File: src/rtl/polygon_area_centroid_core_defines.svh
// assertion macros shared by the polygon area and centroid rtl
// expects signals named clk and rst_n in the module that uses them
`ifndef POLYGON_AREA_CENTROID_CORE_DEFINES_SVH
`define POLYGON_AREA_CENTROID_CORE_DEFINES_SVH

// antecedent implies consequent in the same cycle
`define PAC_ASSERT_IMP(lbl, ante, cons) \
    lbl: assert property (@(posedge clk) disable iff (!rst_n) (ante) |-> (cons)) \
        else $error("polygon area centroid assertion failed");

// antecedent implies consequent in the next cycle
`define PAC_ASSERT_NXT(lbl, ante, cons) \
    lbl: assert property (@(posedge clk) disable iff (!rst_n) (ante) |=> (cons)) \
        else $error("polygon area centroid assertion failed");

`endif

File: src/rtl/pac_pkg.sv
// shared types and constants for the polygon area and centroid block
// no dependencies
package pac_pkg;

    localparam int MAX_VERTICES_DEF = 64;
    localparam int COORD_W = 16;
    localparam int AREA_W  = 40;
    localparam int MOM_W   = 58;
    localparam int DAREA_W = 38;
    localparam int DIVN_W  = 60;
    localparam int DIVD_W  = 43;

    typedef enum logic [1:0] {
        ST_OK    = 2'd0,
        ST_SHORT = 2'd1,
        ST_DEGEN = 2'd2,
        ST_LONG  = 2'd3
    } status_t;

    // one finished ring, handed from front to back
    typedef struct packed {
        status_t                   status;
        logic signed [AREA_W-1:0]  area;
        logic signed [MOM_W-1:0]   mom_x;
        logic signed [MOM_W-1:0]   mom_y;
    } ring_rec_t;

endpackage

File: src/rtl/pac_queue.sv
// two-entry queue of ring records between front and back
// uses pac_pkg
module pac_queue
    import pac_pkg::*;
(
    input  logic      clk,
    input  logic      rst_n,
    input  logic      push,
    input  ring_rec_t wdata,
    output logic      full,
    input  logic      pop,
    output ring_rec_t rdata,
    output logic      empty
);
    ring_rec_t  mem_reg [2];
    logic       wr_ptr_reg, rd_ptr_reg;
    logic [1:0] fill_reg;

    assign full  = (fill_reg == 2'd2);
    assign empty = (fill_reg == 2'd0);
    assign rdata = mem_reg[rd_ptr_reg];

    // pointers and fill level
    always_ff @(posedge clk or negedge rst_n)
    begin
        if (!rst_n)
        begin
            wr_ptr_reg <= 1'b0;
            rd_ptr_reg <= 1'b0;
            fill_reg   <= 2'd0;
        end
        else
        begin
            if (push)
            begin
                wr_ptr_reg <= !wr_ptr_reg;
            end
            if (pop)
            begin
                rd_ptr_reg <= !rd_ptr_reg;
            end
            fill_reg <= fill_reg + 2'(push) - 2'(pop);
        end
    end

    // storage
    always_ff @(posedge clk)
    begin
        if (push)
        begin
            mem_reg[wr_ptr_reg] <= wdata;
        end
    end

endmodule

File: config.mk
export PLATFORM = sky130hd
export DESIGN_NAME = pac_queue
export DESIGN_NICKNAME = d
export VERILOG_FILES = /design/src/rtl/polygon_area_centroid_core_defines.svh /design/src/rtl/pac_pkg.sv /design/src/rtl/pac_queue.sv
export SDC_FILE = /design/constraint.sdc
export NUM_CORES = 1
export LEC_CHECK = 0
export BUFFER_PORTS_ARGS = -buffer_cell sky130_fd_sc_hd__buf_2
export CAP_MARGIN = 20
export CORE_UTILIZATION = 56
export CTS_CLUSTER_DIAMETER = 150
export DETAILED_ROUTE_END_ITERATION = 8
export PLACE_DENSITY = 0.82
export SYNTH_ARGS = -nofsm -noshare
export SYNTH_HDL_FRONTEND = slang
export SYNTH_SLANG_ARGS = --single-unit
File: constraint.sdc
create_clock -name clk -period 12.2 [get_ports clk]
set_input_delay 2.44 -clock clk [delete_from_list [all_inputs] [get_ports clk]]
set_output_delay 2.44 -clock clk [all_outputs]
set_load 0.01 [all_outputs]
==> results.tsv <==
metric	value	unit
mapped cell area	12020	µm²
Routability Congestion	0.7451	
DRT Pass-1 Iters	4	
fmax	0.1846	GHz
Top delay family on crit path	buffers and inverters	
clock sinks	320	
Critical path buffers and inverters	2	
Critical Path RT	9.76	ns
IO buf count	321	
syn avg cell area	23.71	µm²
largest cells by area after synthesis	edfxtp_1 (79%), mux2_4 (13%), mux2_2 (5.3%)	
ANT nets after route	0	
Crit. End Element	output pin	
initial antenna violation count	1	
DRT iter0 DRCs	375	
Yosys cell types	13	
WL final	22.66	mm
later-pin clock latency in the skew report	0.50	ns
worst vdd ir	0.1777	mV
grt ovf	0	
area share of the largest cell type after synthesis	0.7893	
Max Cap Viol	0	
Die Wd	148.5	µm
vias per cell	5.215	
# fillers	1304	
Area Overhead vs Synth	24.21	%
commonest non-fill, non-tap cell in the layout	buf_2	
PwrDens	237.8	nW/µm²
crit share post-route	0.4441	
vias in the first global route	6248	
Core ar.	21020	µm²
hold bufs inserted after CTS	0	
CP max-delay cell	buf_4	
Worst Tran Pin Value	1.101	ns
Max Transition Viols Final	0	
Worst slew margin	0.2658	
Cell Rows	53	
final hold violation count	0	
wire per inst	19.66	µm
most frequent cells in the layout	buf_2 (321), edfxtp_1 (316), mux2_4 (101)	
placed wire-length estimate	14.80	mm
Layout Skew	0.01706	ns
CTS clk-pin slew, worst paths	0.06	ns
RSZ-0062 raised after global routing	no	
CTS buffer count	34	
Remaining DRCs	0	
# IOs	322	
Initial Utilization	0.5719	
fin util	0.7103	
CP Cell Sequence	buf_4 > mux2_2 > buf_2	
Crit Path Class	reg2out	
first-pass GRT wire length	32.81	mm
CTS H-tree lvls	2	
Die ar.	22060	µm²
startpoint types	register	
Die Y	148.5	µm
clock root buffer master	clkbuf_16	
Tot GR Track Use	0.2012	
crit path max fanout	64	
top cell type by total area after synthesis	edfxtp_1	
setup TNS	0	ns
Worst Path Arrival	2.98	ns
share of cells above drive strength 1	0.6055	
total setup buffers inserted after CTS	0	
#FFs+latches synth	320	
LEAKAGE	5.943	nW
vias	6013	
largest net degree at the start of global routing	82	
Seq/Total Area, Yosys	0.7977	
CTS tree	done	
Layout Nets	1016	
post-cts resize count	0	
syn_nets	671	
status	finished clean	
YS warnings	0	
clock buffer depth	3	
Final min period	5.417	ns
max reg flops	316	
Setup violations, final	0	
Cells after Synth	507	
slowest stage delay, CP	0.93	ns
Hold Slack	0.5642	ns
worst min path class	reg2reg	
-- cell type report --
class	count	area, µm²	area share
Inverter	2	7.507	0.0005028
Antenna cell	1	2.502	0.0001676
Clock buffer	52	982.2	0.06578
Tap cell	275	344.1	0.02304
Timing Repair Buffer	327	1652	0.1106
Multi-Input combinational cell	167	2257	0.1512
Sequential cell	320	9593	0.6425
Clock inverter	9	93.84	0.006285
-- layer usage --
layer,up-vias,routed length [µm],part of all wire,global-route usage
met5,-,0,0,0
met4,0,645,0.028,0.08351
met3,52,2174,0.096,0.06564
met2,287,11640,0.51,0.3500
met1,2960,8206,0.36,0.2276
li1,2714,-,-,-
-- final timing paths --
check,end,slack (ns),start,cells after the start
worst max-delay path,rdata[12],6.78,rd_ptr_reg$_DFFE_PN0P_,3
worst min-delay path,wr_ptr_reg$_DFFE_PN0P_,0.56,wr_ptr_reg$_DFFE_PN0P_,1
worst max register to register,mem_reg[1][126]$_DFFE_PP_,10.12,wr_ptr_reg$_DFFE_PN0P_,2
worst min register to register,wr_ptr_reg$_DFFE_PN0P_,0.56,wr_ptr_reg$_DFFE_PN0P_,1
max in group asynchronous,rd_ptr_reg$_DFFE_PN0P_,10.31,rst_n,1
min in group asynchronous,wr_ptr_reg$_DFFE_PN0P_,1.74,rst_n,1
-- where the power goes --
group | internal [W] | total (W) | switching, W
registers | 0.00146 | 0.00155 | 0.0000884
logic | 0.000515 | 0.00102 | 0.000508
clock network | 0.000597 | 0.000976 | 0.000379
-- metrics by stage --
stage               instance area, µm²  setup WS, ns  instances  total power [W]
detailed placement               13850         7.247       1091         0.002605
floorplan                        12020         2.234        507         0.002311
global placement                 13850         7.281       1091         0.002581
global route                     14930         6.639       1152         0.003701
CTS                              14930         6.717       1152         0.003591
finish                           14930         6.783       1153         0.003551
-- cells in the mapped netlist --
master    number
inv_1          2
and2_1         1
xor3_1         1
nor2b_1        2
buf_2          4
mux2_2        57
xor2_1         2
mux2_4       101
edfxtp_1     316
dfrtp_1        4
ha_1           2
nor2_1         1
buf_6         14
-- logic make-up after synthesis --
kind of cell	share of synthesized area
fa+ha+maj	0.002081
flops	0.7977
xor+xnor	0.003435
buf+inv	0.01540
simple gates	0.001873
mux	0.1795
(Power assumes the default switching activity.)
